## src/design/sgr_pkg.sv

```systemverilog
// sgr_pkg: shared types, codes and the plain sgr code decode function
// for the sgr attribute decoder; no dependencies
`timescale 1ns / 1ps

package sgr_pkg;

    localparam int PARAM_BITS_DEF = 16;
    localparam int PARAM_BITS_MAX = 32;
    localparam int OUT_TDATA_W    = 24;

    localparam logic [7:0] DEFAULT_COLOUR = 8'd255;

    localparam logic [31:0] CODE_RESET     = 32'd0;
    localparam logic [31:0] CODE_BOLD      = 32'd1;
    localparam logic [31:0] CODE_DIM       = 32'd2;
    localparam logic [31:0] CODE_UNDERLINE = 32'd4;
    localparam logic [31:0] CODE_INVERSE   = 32'd7;
    localparam logic [31:0] CODE_NORMAL    = 32'd22;
    localparam logic [31:0] CODE_NO_UL     = 32'd24;
    localparam logic [31:0] CODE_NO_INV    = 32'd27;
    localparam logic [31:0] CODE_FG_DEF    = 32'd39;
    localparam logic [31:0] CODE_BG_DEF    = 32'd49;
    localparam logic [31:0] CODE_FG_EXT    = 32'd38;
    localparam logic [31:0] CODE_BG_EXT    = 32'd48;
    localparam logic [31:0] CODE_EXT_IDX   = 32'd5;
    localparam logic [31:0] CODE_EXT_RGB   = 32'd2;
    localparam logic [31:0] FG_BASE        = 32'd30;
    localparam logic [31:0] BG_BASE        = 32'd40;
    localparam logic [31:0] FG_BRIGHT_BASE = 32'd90;
    localparam logic [31:0] BG_BRIGHT_BASE = 32'd100;
    localparam logic [31:0] BRIGHT_OFFSET  = 32'd8;
    localparam logic [31:0] RANGE_SPAN     = 32'd7;

    localparam logic [2:0] PH_IDLE  = 3'd0;
    localparam logic [2:0] PH_OPEN  = 3'd1;
    localparam logic [2:0] PH_IDX   = 3'd2;
    localparam logic [2:0] PH_RGB_R = 3'd3;
    localparam logic [2:0] PH_RGB_G = 3'd4;
    localparam logic [2:0] PH_RGB_B = 3'd5;

    typedef struct packed {
        logic [7:0] background;
        logic [7:0] foreground;
        logic       inverse;
        logic       underline;
        logic       dim;
        logic       bold;
    } pen_t;

    typedef struct packed {
        logic [2:0] phase;
        logic       target_fg;
    } ctrl_t;

    function automatic pen_t decode_plain(pen_t pen, logic [31:0] v);
        pen_t        r;
        logic [31:0] d;
        r = pen;
        d = 32'd0;
        priority if (v == CODE_RESET)
        begin
            r.bold       = 1'b0;
            r.dim        = 1'b0;
            r.underline  = 1'b0;
            r.inverse    = 1'b0;
            r.foreground = DEFAULT_COLOUR;
            r.background = DEFAULT_COLOUR;
        end
        else if (v == CODE_BOLD)
        begin
            r.bold = 1'b1;
        end
        else if (v == CODE_DIM)
        begin
            r.dim = 1'b1;
        end
        else if (v == CODE_UNDERLINE)
        begin
            r.underline = 1'b1;
        end
        else if (v == CODE_INVERSE)
        begin
            r.inverse = 1'b1;
        end
        else if (v == CODE_NORMAL)
        begin
            r.bold = 1'b0;
            r.dim  = 1'b0;
        end
        else if (v == CODE_NO_UL)
        begin
            r.underline = 1'b0;
        end
        else if (v == CODE_NO_INV)
        begin
            r.inverse = 1'b0;
        end
        else if (v == CODE_FG_DEF)
        begin
            r.foreground = DEFAULT_COLOUR;
        end
        else if (v == CODE_BG_DEF)
        begin
            r.background = DEFAULT_COLOUR;
        end
        else if (v >= FG_BASE && v <= FG_BASE + RANGE_SPAN)
        begin
            d = v - FG_BASE;
            r.foreground = d[7:0];
        end
        else if (v >= BG_BASE && v <= BG_BASE + RANGE_SPAN)
        begin
            d = v - BG_BASE;
            r.background = d[7:0];
        end
        else if (v >= FG_BRIGHT_BASE && v <= FG_BRIGHT_BASE + RANGE_SPAN)
        begin
            d = v - FG_BRIGHT_BASE + BRIGHT_OFFSET;
            r.foreground = d[7:0];
        end
        else if (v >= BG_BRIGHT_BASE && v <= BG_BRIGHT_BASE + RANGE_SPAN)
        begin
            d = v - BG_BRIGHT_BASE + BRIGHT_OFFSET;
            r.background = d[7:0];
        end
        else
        begin
            r = pen;
        end
        return r;
    endfunction

endpackage

```

## src/design/sgr_decode.sv

```systemverilog
// sgr_decode: next pen, run state and held value load for one parameter
// depends on sgr_pkg
`timescale 1ns / 1ps

module sgr_decode #(
    parameter int PARAM_BITS = sgr_pkg::PARAM_BITS_DEF
) (
    input  sgr_pkg::pen_t           pen,
    input  sgr_pkg::ctrl_t          ctrl,
    input  logic [PARAM_BITS-1:0]   param,
    input  logic                    last,
    input  logic [PARAM_BITS-1:0]   held,
    output sgr_pkg::pen_t           pen_next,
    output sgr_pkg::ctrl_t          ctrl_next,
    output logic                    held_load
);

    logic [31:0]   v;
    logic [31:0]   hv;
    sgr_pkg::pen_t replay_pen;

    assign v  = 32'(param);
    assign hv = 32'(held);

    always_comb
    begin
        pen_next        = pen;
        ctrl_next       = ctrl;
        ctrl_next.phase = sgr_pkg::PH_IDLE;
        held_load       = 1'b0;
        replay_pen      = sgr_pkg::decode_plain(pen, sgr_pkg::CODE_EXT_RGB);
        unique case (ctrl.phase)
            sgr_pkg::PH_OPEN:
            begin
                if (v == sgr_pkg::CODE_EXT_IDX && !last)
                begin
                    ctrl_next.phase = sgr_pkg::PH_IDX;
                end
                else if (v == sgr_pkg::CODE_EXT_RGB && !last)
                begin
                    ctrl_next.phase = sgr_pkg::PH_RGB_R;
                end
                else if (!last && (v == sgr_pkg::CODE_FG_EXT || v == sgr_pkg::CODE_BG_EXT))
                begin
                    ctrl_next.target_fg = (v == sgr_pkg::CODE_FG_EXT);
                    ctrl_next.phase     = sgr_pkg::PH_OPEN;
                end
                else
                begin
                    pen_next = sgr_pkg::decode_plain(pen, v);
                end
            end
            sgr_pkg::PH_IDX:
            begin
                if (ctrl.target_fg)
                begin
                    pen_next.foreground = {4'd0, v[3:0]};
                end
                else
                begin
                    pen_next.background = {4'd0, v[3:0]};
                end
            end
            sgr_pkg::PH_RGB_R:
            begin
                if (last)
                begin
                    pen_next = sgr_pkg::decode_plain(replay_pen, v);
                end
                else
                begin
                    held_load       = 1'b1;
                    ctrl_next.phase = sgr_pkg::PH_RGB_G;
                end
            end
            sgr_pkg::PH_RGB_G:
            begin
                if (last)
                begin
                    pen_next = sgr_pkg::decode_plain(
                        sgr_pkg::decode_plain(replay_pen, hv), v);
                end
                else
                begin
                    ctrl_next.phase = sgr_pkg::PH_RGB_B;
                end
            end
            sgr_pkg::PH_RGB_B:
            begin
                ctrl_next.phase = sgr_pkg::PH_IDLE;
            end
            default:
            begin
                if (!last && (v == sgr_pkg::CODE_FG_EXT || v == sgr_pkg::CODE_BG_EXT))
                begin
                    ctrl_next.target_fg = (v == sgr_pkg::CODE_FG_EXT);
                    ctrl_next.phase     = sgr_pkg::PH_OPEN;
                end
                else
                begin
                    pen_next = sgr_pkg::decode_plain(pen, v);
                end
            end
        endcase
    end

endmodule

```

## src/design/sgr_attribute_decoder_top.sv

```systemverilog
// sgr_attribute_decoder_top: input register, decode, pen state, result register
// depends on sgr_pkg and sgr_decode
// a last parameter is held in the input register, then its pen is registered onto m_tdata
// one parameter per cycle unless stalled, set by the single decode stage and pen register
// a waiting result only stalls the input register when it holds another last item
// reset: asynchronous active low, pen bold/dim/underline/inverse clear, colours 255
// no extended colour run pending and both stages empty after reset
`timescale 1ns / 1ps

module sgr_attribute_decoder_top #(
    parameter int PARAM_BITS = sgr_pkg::PARAM_BITS_DEF,
    localparam int IN_W      = ((PARAM_BITS + 7) / 8) * 8
) (
    input  logic                          clk,
    input  logic                          rst_n,
    input  logic                          s_tvalid,
    output logic                          s_tready,
    input  logic [IN_W-1:0]               s_tdata,   // param
    input  logic                          s_tlast,
    output logic                          m_tvalid,
    input  logic                          m_tready,
    output logic [sgr_pkg::OUT_TDATA_W-1:0] m_tdata  // bold, dim, underline, inverse,
                                                     // foreground, background
);

    logic                  s1_valid_reg;
    logic                  s1_last_reg;
    logic [PARAM_BITS-1:0] s1_param_reg;
    logic [PARAM_BITS-1:0] held_reg;
    logic                  out_valid_reg;
    sgr_pkg::pen_t         out_pen_reg;
    sgr_pkg::pen_t         pen_reg;
    sgr_pkg::pen_t         pen_next;
    sgr_pkg::ctrl_t        ctrl_reg;
    sgr_pkg::ctrl_t        ctrl_next;
    logic                  held_load;
    logic                  s1_fire;
    logic                  in_fire;

    assign s1_fire  = s1_valid_reg && (!s1_last_reg || !out_valid_reg || m_tready);
    assign s_tready = !s1_valid_reg || s1_fire;
    assign in_fire  = s_tvalid && s_tready;
    assign m_tvalid = out_valid_reg;
    assign m_tdata  = {4'd0, out_pen_reg};

    sgr_decode #(
        .PARAM_BITS (PARAM_BITS)
    ) u_decode (
        .pen       (pen_reg),
        .ctrl      (ctrl_reg),
        .param     (s1_param_reg),
        .last      (s1_last_reg),
        .held      (held_reg),
        .pen_next  (pen_next),
        .ctrl_next (ctrl_next),
        .held_load (held_load)
    );

    always_ff @(posedge clk or negedge rst_n)
    begin
        if (!rst_n)
        begin
            s1_valid_reg         <= 1'b0;
            s1_last_reg          <= 1'b0;
            out_valid_reg        <= 1'b0;
            pen_reg.bold         <= 1'b0;
            pen_reg.dim          <= 1'b0;
            pen_reg.underline    <= 1'b0;
            pen_reg.inverse      <= 1'b0;
            pen_reg.foreground   <= sgr_pkg::DEFAULT_COLOUR;
            pen_reg.background   <= sgr_pkg::DEFAULT_COLOUR;
            ctrl_reg.phase       <= sgr_pkg::PH_IDLE;
            ctrl_reg.target_fg   <= 1'b0;
        end
        else
        begin
            if (in_fire)
            begin
                s1_valid_reg <= 1'b1;
                s1_last_reg  <= s_tlast;
            end
            else if (s1_fire)
            begin
                s1_valid_reg <= 1'b0;
            end
            if (s1_fire)
            begin
                pen_reg  <= pen_next;
                ctrl_reg <= ctrl_next;
            end
            if (s1_fire && s1_last_reg)
            begin
                out_valid_reg <= 1'b1;
            end
            else if (m_tready)
            begin
                out_valid_reg <= 1'b0;
            end
        end
    end

    always_ff @(posedge clk)
    begin
        if (in_fire)
        begin
            s1_param_reg <= s_tdata[PARAM_BITS-1:0];
        end
        if (s1_fire && held_load)
        begin
            held_reg <= s1_param_reg;
        end
        if (s1_fire && s1_last_reg)
        begin
            out_pen_reg <= pen_next;
        end
    end

`ifndef SYNTHESIS
    a_idle_after_last: assert property (@(posedge clk) disable iff (!rst_n)
        (s1_fire && s1_last_reg) |=> (ctrl_reg.phase == sgr_pkg::PH_IDLE))
        else $error("run state not cleared at end of sequence");

    a_result_from_last: assert property (@(posedge clk) disable iff (!rst_n)
        $rose(out_valid_reg) |-> $past(s1_fire && s1_last_reg))
        else $error("result raised without a last transaction");

    a_stall_cause: assert property (@(posedge clk) disable iff (!rst_n)
        !s_tready |-> (s1_valid_reg && s1_last_reg && out_valid_reg && !m_tready))
        else $error("input stalled without a pending result");
`endif

endmodule
```

## config.mk

```make
export PLATFORM = sky130hd
export DESIGN_NAME = sgr_attribute_decoder_top
export DESIGN_NICKNAME = d
export VERILOG_FILES = /design/src/design/sgr_pkg.sv /design/src/design/sgr_decode.sv /design/src/design/sgr_attribute_decoder_top.sv
export SDC_FILE = /design/constraint.sdc
export NUM_CORES = 1
export LEC_CHECK = 0
export ABC_AREA = 0
export BUFFER_PORTS_ARGS = -buffer_cell sky130_fd_sc_hd__buf_2
export CAP_MARGIN = 20
export CORE_MARGIN = 5
export CORE_UTILIZATION = 50
export CTS_CLUSTER_DIAMETER = 200
export CTS_CLUSTER_SIZE = 25
export DETAILED_ROUTE_END_ITERATION = 6
export PLACE_DENSITY = 0.66
export SYNTH_ARGS = -nofsm -noshare
export SYNTH_HDL_FRONTEND = slang
export SYNTH_SLANG_ARGS = --single-unit
```

## constraint.sdc

```tcl
create_clock -name clk -period 3.35 [get_ports clk]
set_input_delay 0.335 -clock clk [delete_from_list [all_inputs] [get_ports clk]]
set_output_delay 0.335 -clock clk [all_outputs]
set_load 0.05 [all_outputs]
```

---- Word-level counts from Yosys, hierarchy flattened ----
Cells that the tools add are included.
W data, S select, Z words.
word-level totals
  bits in registers ....................... 79
  input port bits ......................... 21
  logic and storage cells ................. 478
operators by class
  $add $sub $neg .......................... 12
  $lt $le $gt $ge ......................... 16
  equality and inequality tests ........... 28
  mux-type cells .......................... 372
  bitwise gates (word level) .............. 1
  reductions and logical operators ........ 30
operators by type and width
  operator               number
  $mux W12               82
  $mux W18               47
  $mux W8                34
  $mux W20               13
  $mux W3                59
  $mux W4                43
  $mux W17               10
  $mux W16               10
  $eq A16 B5 Y1 const B  6
  $eq A16 B6 Y1 const B  6
  $mux W19               5
  $eq A16 B3 Y1 const B  5
  $pmux W16 S5           1
  $ge A16 B7 Y1 const B  4
  $le A16 B6 Y1 const B  4
  $le A16 B7 Y1 const B  4
  $logic_not A32 Y1      2
  $mux W2                22
  $mux W1                43
  $add A8 B4 Y8 const B  4
  $eq A16 B1 Y1 const B  2
  $eq A16 B2 Y1 const B  2
  $ge A16 B5 Y1 const B  2
  $ge A16 B6 Y1 const B  2
  other kinds (19)       47

---- Longest topological paths before layout ----
Gate-level depths: netlist of the first run.
  depth in word-level cells ............... 84
  depth in mapped cells ................... 13
  gate-level depth less buffers ........... 11

---- Hierarchy ----
A second synthesis of the first run with hierarchy kept.
second synthesis, totals
  cells, all modules ...................... 856
  area total of the unflattened synthesis .. 7292.0 um^2
by module, submodules not included
  module                     instances  cells an instance  area an instance (um^2)  sequential area each (um^2)
  sgr_decode                 1          647                4095.2                   0.0
  sgr_attribute_decoder_top  1          209                3196.8                   2257.2

---- Least setup slack after synthesis of the first run ----
No wires, ideal clock.
  path type ............................... reg-to-reg
  start point ............................. register held_reg[3]
  end point ............................... register pen_reg[8] in the netlist's numbering
  library setup time ...................... 82 ps
  arrival ................................. 2988 ps
  setup slack ............................. 280 ps
  cell stages (with the launch flop) ...... 14
  buffers on the path ..................... 2
  period minus slack after synthesis ...... 3070 ps
  path through ............................ edfxtp_1 > inv_1 > ha_1 > clkbuf_1 > and2_1 > o221ai_1 > nor3_1 > clkbuf_1 > a21oi_1 > a21oi_1 > a22o_1 > a211oi_1 > or3_4 > mux2_4
RTL lines
  element                 RTL line                          RTL
  start, declared         sgr_attribute_decoder_top.sv:29   logic [PARAM_BITS-1:0] held_reg;
  start signal, assigned  sgr_attribute_decoder_top.sv:110  held_reg <= s1_param_reg;
  end signal, assigned    sgr_attribute_decoder_top.sv:88   pen_reg <= pen_next;
  end, declared           sgr_attribute_decoder_top.sv:32   sgr_pkg::pen_t pen_reg;

==> impl_metrics.toml, run 1 <==
[detailed_routing]
avgRoutedWirePerCell_um = 23.5
viasPerCell = 6.73
dr.pass1.iters = 6
vias = 7347
drt-initial-drc-count = 1127
antenna_left = 0
drc = 0
finalWirelength_um = 25700

[cts]
clkLatencyLatePin_ns = 0.36
cts-buffers-inserted = 9
clock_tree.buffer_depth = 2
ctsHoldBuffers = 0
cts_sinks = 79
clk_pin_slew_worst_paths_ns = 0.07
htree_num_levels = 3
cts_root_buf = "sky130_fd_sc_hd__clkbuf_16"
tritoncts = "yes"

[layout]
area.growth.synth_to_final_pct = 22.3
final_net_count = 954
final_area_um2 = 8140
num_antenna_cells = 0
drive_above_1_share = 0.268
nFillCells = 1183

[global_routing]
gr-usage-all-layers = 0.322
grt_antenna_before_repair = 0
overall_overflow_remaining_after_global_route = 0
grt_first_pass_wirelength_um = 39900
number_of_global_route_vias_before_repair = 7084
maximum_number_of_pins_on_one_net_before_global_route_repair = 28

[floorplanning]
die-area_um2 = 15700
chipWidth_um = 125
num_io_pins = 47
initial_core_util = 0.507
core.rowCount = 42
fp.dieH_um = 125
placeableCoreArea_um2 = 13100

[sta]
layout_setup_ws_ns = 0.0290
timing.fmax_mhz = 301
clock-skew-final_ns = 0.0140
grt_setup_unrepaired = "true"
hold_viol_final = 2
final_max_slew_viols = 0
final-setup-viol-count = 0
fin_crit_sh = 0.991
timing_worst_slew_pin_value_ns = 1.05
min_period_ns = 3.32
hold_slack_ns = -0.00191
slew-limit-headroom = 0.298

[power]
power.total_mw = 3.30
p_leak_nw = 3.20
maximum_vdd_ir_drop_v = 0.000387
cellPowerDensity_nw_per_um2 = 406

[worst_setup_path]
worst_setup_path_start_kind = "flip-flop"
highest_net_fanout_along_the_worst_path = 4
setup.worst_path.end_class = "flip-flop"
timing.rr.start = "s1_param_reg[8]$_DFFE_PP_"
worst-r2r-cell-count = 10
critical_path_required_ns = 3.46
ff2ff_setup_slack_ns = 0.03
critical_path_class = "reg -> reg"
critical_path.reg2reg.endpoint = "m_tdata[17]$_DFFE_PP_"
critical_path_arrival_ns = 3.43

[synthesis]
synth_area_per_cell_um2 = 8.45
synth.ff_latch_count = 79
yosysWarningCount = 0
synth_top_cell_area_share = 0.235
synth_top_cell_by_area = "sky130_fd_sc_hd__edfxtp_1"
synth_sequential_area_ratio = 0.339
synth_area_um2 = 6660
syn-instance-count = 788
postSynth.topFlopCell = "sky130_fd_sc_hd__edfxtp_1"
netlist-cell-type-count = 90
synth_async_sr_flop_share = 0.342
synth_edf_count = 52
ys_top_cells_by_area = "sky130_fd_sc_hd__edfxtp_1, sky130_fd_sc_hd__dfstp_2, sky130_fd_sc_hd__a21oi_1, sky130_fd_sc_hd__ha_1, sky130_fd_sc_hd__o21ai_0"

[placed_design]
placed_area_um2 = 7710
finalWeightedCongestion = 1.05
placement.io_buffers = 42
place_hpwl_um = 19700
dpl_worst_slack_ns = -0.0756

[outcome]
violated_checks = "negative hold slack"
run_status = "finished, violations left"

[worst_hold_path]
hold_path_class = "in -> async"

[job]
cap_violations = 0
-- through the flow --
stage,setup TNS (ns),hold slack [ns],util,std cells
detailed placement,-0.0929,0.399,0.587,1069
CTS,0,0.00703,0.613,1087
global placement,0,0.383,0.587,1069
floorplan,0,0.0394,-,791
global route,-0.0898,0.0492,0.619,1091
finish,0,-0.00191,0.619,1091
-- logic make-up (layout without fill, tap and decap cells) --
group,count (synthesis),count (layout),share of synthesized area
buffers and inverters,78,202,0.0494
xor gates and xnor gates,11,11,0.0145
other,1,4,0.000563
adders and majority gates,23,23,0.0432
and+or+nand+nor,298,298,0.239
muxes,22,22,0.0367
AOI/OAI and AO/OA,276,276,0.277
DFF,79,79,0.339
-- what timing repair did --
action,in CTS,in global routing
resized for setup,3,13
pin swaps,2,3
endpoints found under the setup margin,4,22
buffers inserted,2,4
-- worst max-delay path, stage by stage (launching register included) --
cell and delay (ns):
sky130_fd_sc_hd__edfxtp_1 0.42, sky130_fd_sc_hd__or4_4 0.55, sky130_fd_sc_hd__or4_4 0.50, sky130_fd_sc_hd__buf_4 0.17, sky130_fd_sc_hd__nor3_4 0.16, sky130_fd_sc_hd__and4b_1 0.24
sky130_fd_sc_hd__a32oi_1 0.20, sky130_fd_sc_hd__nor3b_1 0.07, sky130_fd_sc_hd__o211ai_1 0.26, sky130_fd_sc_hd__nand2_1 0.15, sky130_fd_sc_hd__a221o_1 0.34
-- synthesized netlist by cell type, drive strengths merged (15+ instances only) --
cell type / instances
and2: 17
mux2: 16
ha: 23
nand3: 31
nand2: 72
inv: 28
edfxtp: 52
a21oi: 65
nor2: 57
clkbuf: 33
o21ai: 62
a211oi: 15
dfstp: 16
buf: 16
nor3: 30
-- routing by layer --
metal,GRT usage,wire [µm]
met2,0.515,11800
met3,0.0776,2140
met4,0.149,1210
met1,0.411,10500
met5,0,0
-- worst max-delay path by stage --
stage,slack (ns),to,start
after floorplan,0.28,pen_reg[8]$_DFFE_PN1P_,held_reg[3]$_DFFE_PP_
after detailed placement,-0.08,pen_reg[2]$_DFFE_PN0P_,s1_param_reg[2]$_DFFE_PP_
after CTS,0.005,m_tdata[17]$_DFFE_PP_,s1_param_reg[8]$_DFFE_PP_
after global placement,0.01,pen_reg[2]$_DFFE_PN0P_,s1_param_reg[2]$_DFFE_PP_
final,0.03,m_tdata[17]$_DFFE_PP_,s1_param_reg[8]$_DFFE_PP_
after global routing,-0.05,pen_reg[4]$_DFFE_PN1P_,held_reg[3]$_DFFE_PP_
-- cell type report --
cell class | instances | area, µm² | share of cell area
flip-flops and latches | 79 | 2260 | 0.277
clock inverters | 6 | 75.1 | 0.00923
multi-input cells | 634 | 4150 | 0.510
repair buffers | 157 | 1090 | 0.133
clock buffers | 10 | 239 | 0.0294
well taps | 176 | 220 | 0.0271
inverters | 29 | 109 | 0.0134
-- where the power goes --
| part | switching (mW) | leakage (nW) | internal, mW |
|---|---|---|---|
| clock | 0.444 | 0.152 | 0.609 |
| sequential | 0.119 | 0.792 | 1.21 |
| combinational | 0.572 | 2.26 | 0.352 |
-- cells in the final DEF, fill, tap and decap left out, types with 10 or more instances in the layout --
master and count:
sky130_fd_sc_hd__a211oi_1 15, sky130_fd_sc_hd__a21oi_1 62, sky130_fd_sc_hd__a31oi_1 14, sky130_fd_sc_hd__and2_1 16
sky130_fd_sc_hd__buf_2 42, sky130_fd_sc_hd__buf_4 114, sky130_fd_sc_hd__dfrtp_1 11, sky130_fd_sc_hd__dfstp_2 16
sky130_fd_sc_hd__edfxtp_1 52, sky130_fd_sc_hd__ha_1 21, sky130_fd_sc_hd__inv_1 28, sky130_fd_sc_hd__mux2_2 15
sky130_fd_sc_hd__nand2_1 70, sky130_fd_sc_hd__nand3_1 31, sky130_fd_sc_hd__nand4_1 11, sky130_fd_sc_hd__nor2_1 55
sky130_fd_sc_hd__nor2b_1 10, sky130_fd_sc_hd__nor3_1 28, sky130_fd_sc_hd__nor4_1 12, sky130_fd_sc_hd__o21ai_0 57
sky130_fd_sc_hd__o22ai_1 10
No activity file was read; power rests on OpenSTA's default activity.
==> run 2: changes to the inputs <==
BUFFER_PORTS_ARGS = -buffer_cell sky130_fd_sc_hd__buf_4   (was -buffer_cell sky130_fd_sc_hd__buf_2)
CELL_PAD_IN_SITES_DETAIL_PLACEMENT = 0   (was default)
CELL_PAD_IN_SITES_GLOBAL_PLACEMENT = 1   (was default)
CORE_ASPECT_RATIO = 1.2   (was default)
CORE_UTILIZATION = 47   (was 50)
PLACE_DENSITY = 0.79   (was 0.66)
==> run 2 against run 1 <==
Net effect:
- the flow now finishes without violations
- critical path type unchanged
- combinational power is 0.5% lower
- via count fell by 3.5%
- design area down 1.0%
- highest routed layer unchanged
- clock power fell by 11%
- cell count is 2.6% lower
- maximum frequency up 0.74%
- clock skew decreased by 0.0071 ns
- register-to-register slack better by 0.02 ns
- sequential power is essentially flat
- largest power group unchanged
==> impl_metrics.toml, run 2 (synthesis results as in run 1) <==
[cts]
cts_root_buf = "sky130_fd_sc_hd__clkbuf_16"
clock_tree.buffer_depth = 2
clkLatencyLatePin_ns = 0.35
clk_pin_slew_worst_paths_ns = 0.06
tritoncts = "yes"
cts-buffers-inserted = 9
cts_sinks = 79
htree_num_levels = 3

[layout]
num_antenna_cells = 0
final_cells = 1063
final_net_count = 931
final_area_um2 = 8050
final_common_cell = "sky130_fd_sc_hd__buf_4"
drive_above_1_share = 0.248
area.growth.synth_to_final_pct = 21.0
mostFrequentLayoutCells = "sky130_fd_sc_hd__buf_4, sky130_fd_sc_hd__nand2_1, sky130_fd_sc_hd__a21oi_1"
final_core_util = 0.580
nFillCells = 1261

[global_routing]
grt_first_pass_wirelength_um = 39300
overall_overflow_remaining_after_global_route = 0
maximum_number_of_pins_on_one_net_before_global_route_repair = 28
grt_antenna_before_repair = 0
number_of_global_route_vias_before_repair = 6922
gr-usage-all-layers = 0.299

[detailed_routing]
viasPerCell = 6.67
finalWirelength_um = 24900
drt-initial-drc-count = 1012
antenna_left = 0
avgRoutedWirePerCell_um = 23.4
dr.pass1.iters = 6
vias = 7091
drc = 0

[floorplanning]
chipWidth_um = 119
die-area_um2 = 16600
core.rowCount = 47
initial_core_util = 0.480
fp.dieH_um = 140
num_io_pins = 47
placeableCoreArea_um2 = 13900

[placed_design]
placed_area_um2 = 7640
place_hpwl_um = 19300
finalWeightedCongestion = 1.11
cells_after_dpl = 1040
dpl_worst_slack_ns = 0.0190
placement.io_buffers = 42

[worst_setup_path]
buf_inv_stages_crit_path = 2
timing.critical_path.depth = 10
critical_path_required_ns = 3.54
ff2ff_setup_slack_ns = 0.05
worst_path_largest_cell_delay_ns = 1.03
critical_path.reg2reg.endpoint = "m_tdata[10]$_DFFE_PP_"
crit_family = "compound AO/OA/AOI/OAI gates"
highest_net_fanout_along_the_worst_path = 17
critical_path_arrival_ns = 3.49
critical_path_class = "reg -> reg"
worst_setup_path_start_kind = "flip-flop"
setup.worst_path.end_class = "flip-flop"
path_common_cell = "sky130_fd_sc_hd__buf_4"
cp_slowest_cell = "sky130_fd_sc_hd__o41ai_1"
crit_chain = "nor4_2, buf_4, nand2_1, buf_4, o41ai_1, a21o_1, a221oi_1, o21ai_0, o31ai_1, a21oi_1"
timing.rr.start = "held_reg[15]$_DFFE_PP_"
worstSetupStartpoint = "held_reg[15]$_DFFE_PP_"
critical_path_capture_point = "m_tdata[10]$_DFFE_PP_"
worst-r2r-cell-count = 10

[sta]
final-setup-viol-count = 0
grt_setup_unrepaired = "true"
layout_setup_ws_ns = 0.0535
clock-skew-final_ns = 0.00684
timing_worst_slew_pin_value_ns = 1.17
fin_crit_sh = 0.984
min_period_ns = 3.30
slew-limit-headroom = 0.213
final_max_slew_viols = 0
timing.fmax_mhz = 303
hold_viol_final = 0

[power]
maximum_vdd_ir_drop_v = 0.000307
p_leak_nw = 3.09
cellPowerDensity_nw_per_um2 = 393
power.total_mw = 3.17

[job]
cap_violations = 0

[outcome]
run_status = "finished, final reports clean"

[worst_hold_path]
worst_hold_startpoint = "s_tdata[4]"
hold_path_class = "in -> reg"
[run 2: cell count changes in the layout (fill, tap and decap cells not counted), sizes merged]
cell	before	now
clkinvlp	1	2
dlygate4sd3	0	1
buf	157	133
bufinv	1	0
[run 2: area by class of cell]
cell class / instances / area (µm²) / share of cell area
multi-input cells: 634 / 4160 / 0.517
well taps: 171 / 214 / 0.0266
clock buffers: 10 / 229 / 0.0284
clock inverters: 6 / 50.0 / 0.00621
flip-flops and latches: 79 / 2260 / 0.280
inverters: 29 / 109 / 0.0135
repair buffers: 134 / 1030 / 0.128
[run 2: what timing repair did]
| action | in CTS | in global routing |
|---|---|---|
| buffers inserted | 0 | 6 |
| hold endpoints to repair | 11 | 0 |
| gates resized for setup | 0 | 19 |
| hold buffers | 1 | 0 |
| setup endpoints to repair | 0 | 29 |
[run 2: metal layers]
layer,global-route usage,wire (µm),up-vias
met1,0.368,9590,3333
li1,-,-,3221
met5,0,0,-
met4,0.163,1660,0
met2,0.494,11800,425
met3,0.0560,1830,112
[run 2: worst min-delay path by stage]
stage,end,slack (ns),depth (start not counted)
floorplan,ctrl_reg[0]$_DFFE_PN0P_,0.04,0
global placement,pen_reg[1]$_DFFE_PN0P_,0.27,1
detailed placement,pen_reg[1]$_DFFE_PN0P_,0.28,1
CTS,s1_param_reg[15]$_DFFE_PP_,0.15,1
global route,s1_param_reg[8]$_DFFE_PP_,0.14,1
finish,s1_param_reg[4]$_DFFE_PP_,0.16,1
[run 2: metrics by stage]
| step | hold WS [ns] | setup TNS, ns |
|---|---|---|
| 2_1_floorplan | 0.0394 | 0 |
| 3_3_place_gp | 0.269 | 0 |
| 3_5_place_dp | 0.281 | 0 |
| 4_1_cts | 0.146 | 0 |
| 5_1_grt | 0.143 | -0.0658 |
| 6_report | 0.158 | 0 |
[run 2: power breakdown]
part / internal, mW / total, mW / switching [mW]
clock network: 0.511 / 0.937 / 0.426
registers: 1.21 / 1.31 / 0.104
logic: 0.357 / 0.919 / 0.562
total: 2.08 / 3.17 / 1.09
==> run 3: changes to the inputs <==
GPL_TIMING_DRIVEN = 0   (was default)
PLACE_DENSITY = 0.83   (was 0.79)
==> run 3 against run 2 <==
Net effect:
- count of clock-buffer cells in the layout decreased by 1
- highest routed layer unchanged
- register-to-register slack got worse by 0.05 ns
- worst setup slack got worse by 0.051 ns
- die area unchanged
- clock power increased by 0.5%
- design area increased by 1.5%
- non-clock buffer count decreased by 9
- sequential cell count unchanged
- power increased by 2.0%
- combinational power increased by 7.7%
- critical path type unchanged
==> impl_metrics.toml, run 3 (synthesis results as in run 1) <==
[outcome]
run_status = "finished, final reports clean"

[sta]
clock-skew-final_ns = 0.00871
slew-limit-headroom = 0.373
grt_setup_unrepaired = "true"
final-setup-viol-count = 0
fin_crit_sh = 0.999
min_period_ns = 3.35
finalSetupTns_ns = 0
final_max_slew_viols = 0
timing_worst_slew_pin_value_ns = 0.933
hold_viol_final = 0
timing.fmax_mhz = 299

[layout]
multi_input_area_um2 = 4470
final_core_util = 0.589
area.growth.synth_to_final_pct = 22.8
mostFrequentLayoutCells = "sky130_fd_sc_hd__buf_4, sky130_fd_sc_hd__nand2_1, sky130_fd_sc_hd__a21oi_1"
nFillCells = 1287
num_antenna_cells = 0
ff_latch_area_um2 = 2260
final_net_count = 922
final_common_cell = "sky130_fd_sc_hd__buf_4"
drive_above_1_share = 0.265

[floorplanning]
fp.dieH_um = 140
num_io_pins = 47
die-area_um2 = 16600
core.rowCount = 47
initial_core_util = 0.480
placeableCoreArea_um2 = 13900
chipWidth_um = 119

[detailed_routing]
vias = 7194
drt-initial-drc-count = 1037
dr.pass1.iters = 6
drc = 0
antenna_left = 0
viasPerCell = 6.83
finalWirelength_um = 26200
avgRoutedWirePerCell_um = 24.9

[placed_design]
place_hpwl_um = 19500
placement.io_buffers = 42
finalWeightedCongestion = 1.02

[global_routing]
grt_antenna_before_repair = 0
number_of_global_route_vias_before_repair = 6877
maximum_number_of_pins_on_one_net_before_global_route_repair = 28
overall_overflow_remaining_after_global_route = 0
gr-usage-all-layers = 0.306
grt_first_pass_wirelength_um = 39800

[worst_setup_path]
setup.worst_path.end_class = "flip-flop"
critical_path_required_ns = 3.46
worst_setup_path_start_kind = "flip-flop"
critical_path_class = "reg -> reg"
critical_path_arrival_ns = 3.46
highest_net_fanout_along_the_worst_path = 4

[cts]
htree_num_levels = 3
cts_root_buf = "sky130_fd_sc_hd__clkbuf_16"
cts_sinks = 79
tritoncts = "yes"
cts-buffers-inserted = 9
clkLatencyLatePin_ns = 0.36
clock_tree.buffer_depth = 2
clk_pin_slew_worst_paths_ns = 0.06

[power]
power.total_mw = 3.23
p_leak_nw = 3.03
maximum_vdd_ir_drop_v = 0.000338
cellPowerDensity_nw_per_um2 = 396

[job]
cap_violations = 0

[worst_hold_path]
hold_path_class = "in -> reg"
## run 3: cell count changes in the layout (fill, tap and decap cells not counted), sizes merged
cell,change
buf,-37
clkbuf,+27
inv,-1
clkinv,+3
clkinvlp,-1
## run 3: per-layer routing
metal | GRT usage | vias up | wire length, µm
li1 | - | 3211 | -
met1 | 0.365 | 3471 | 10100
met2 | 0.524 | 395 | 12700
met3 | 0.0577 | 117 | 1840
met4 | 0.159 | 0 | 1600
met5 | 0 | - | 0
## run 3: path summary, 6_finish.rpt
path | endpoint | slack [ns] | cells after the start | from
setup / recovery | m_tdata[17]$_DFFE_PP_ | 0.002 | 9 | s1_param_reg[12]$_DFFE_PP_
hold / removal | s1_param_reg[10]$_DFFE_PP_ | 0.16 | 1 | s_tdata[10]
setup reg to reg | m_tdata[17]$_DFFE_PP_ | 0.002 | 9 | s1_param_reg[12]$_DFFE_PP_
hold reg to reg | held_reg[0]$_DFFE_PP_ | 0.50 | 0 | s1_param_reg[0]$_DFFE_PP_
max in group asynchronous | pen_reg[17]$_DFFE_PN1P_ | 2.57 | 2 | rst_n
min in group asynchronous | ctrl_reg[1]$_DFFE_PN0P_ | 0.44 | 2 | rst_n
## run 3: cell type report
type / count / share of cell area
Sequential cell: 79 / 0.276
Clock inverter: 7 / 0.00689
Timing Repair Buffer: 81 / 0.0755
Tap cell: 171 / 0.0262
Multi-Input combinational cell: 634 / 0.547
Clock buffer: 9 / 0.0276
Inverter: 29 / 0.0133
Buffer: 44 / 0.0273
## run 3: report_power, final
| group | internal, mW | switching [mW] |
|---|---|---|
| Sequential | 1.21 | 0.0936 |
| Clock | 0.509 | 0.432 |
| Combinational | 0.377 | 0.613 |
| Total | 2.09 | 1.14 |
## run 3: timing repair
action,CTS,global route
resized for setup,48,64
setup buffers,13,22
pin swaps,7,16
hold buffers,1,0
setup endpoints to repair,41,39
endpoints found under the hold margin,11,0
## run 3: per-stage QoR
step | area, µm² | cells | worst slack, ns | hold WS, ns
global placement | 7200 | 1004 | -0.876 | 0.278
floorplan | 6670 | 791 | 0.280 | 0.0394
detailed placement | 7210 | 1005 | -0.897 | 0.288
global route | 8170 | 1054 | -0.0679 | 0.146
CTS | 7810 | 1032 | 0.00485 | 0.147
finish | 8170 | 1054 | 0.00230 | 0.158
## run 3: worst max-delay path, cell delays in order, from the launching register on
cell                       delay (ns)
sky130_fd_sc_hd__edfxtp_1        0.45
sky130_fd_sc_hd__or4_4           0.60
sky130_fd_sc_hd__or4_4           0.55
sky130_fd_sc_hd__nor3_4          0.22
sky130_fd_sc_hd__and4b_1         0.23
sky130_fd_sc_hd__a32oi_1         0.21
sky130_fd_sc_hd__nor3b_1         0.09
sky130_fd_sc_hd__o211ai_1        0.27
sky130_fd_sc_hd__nand2_1         0.17
sky130_fd_sc_hd__a221o_1         0.31
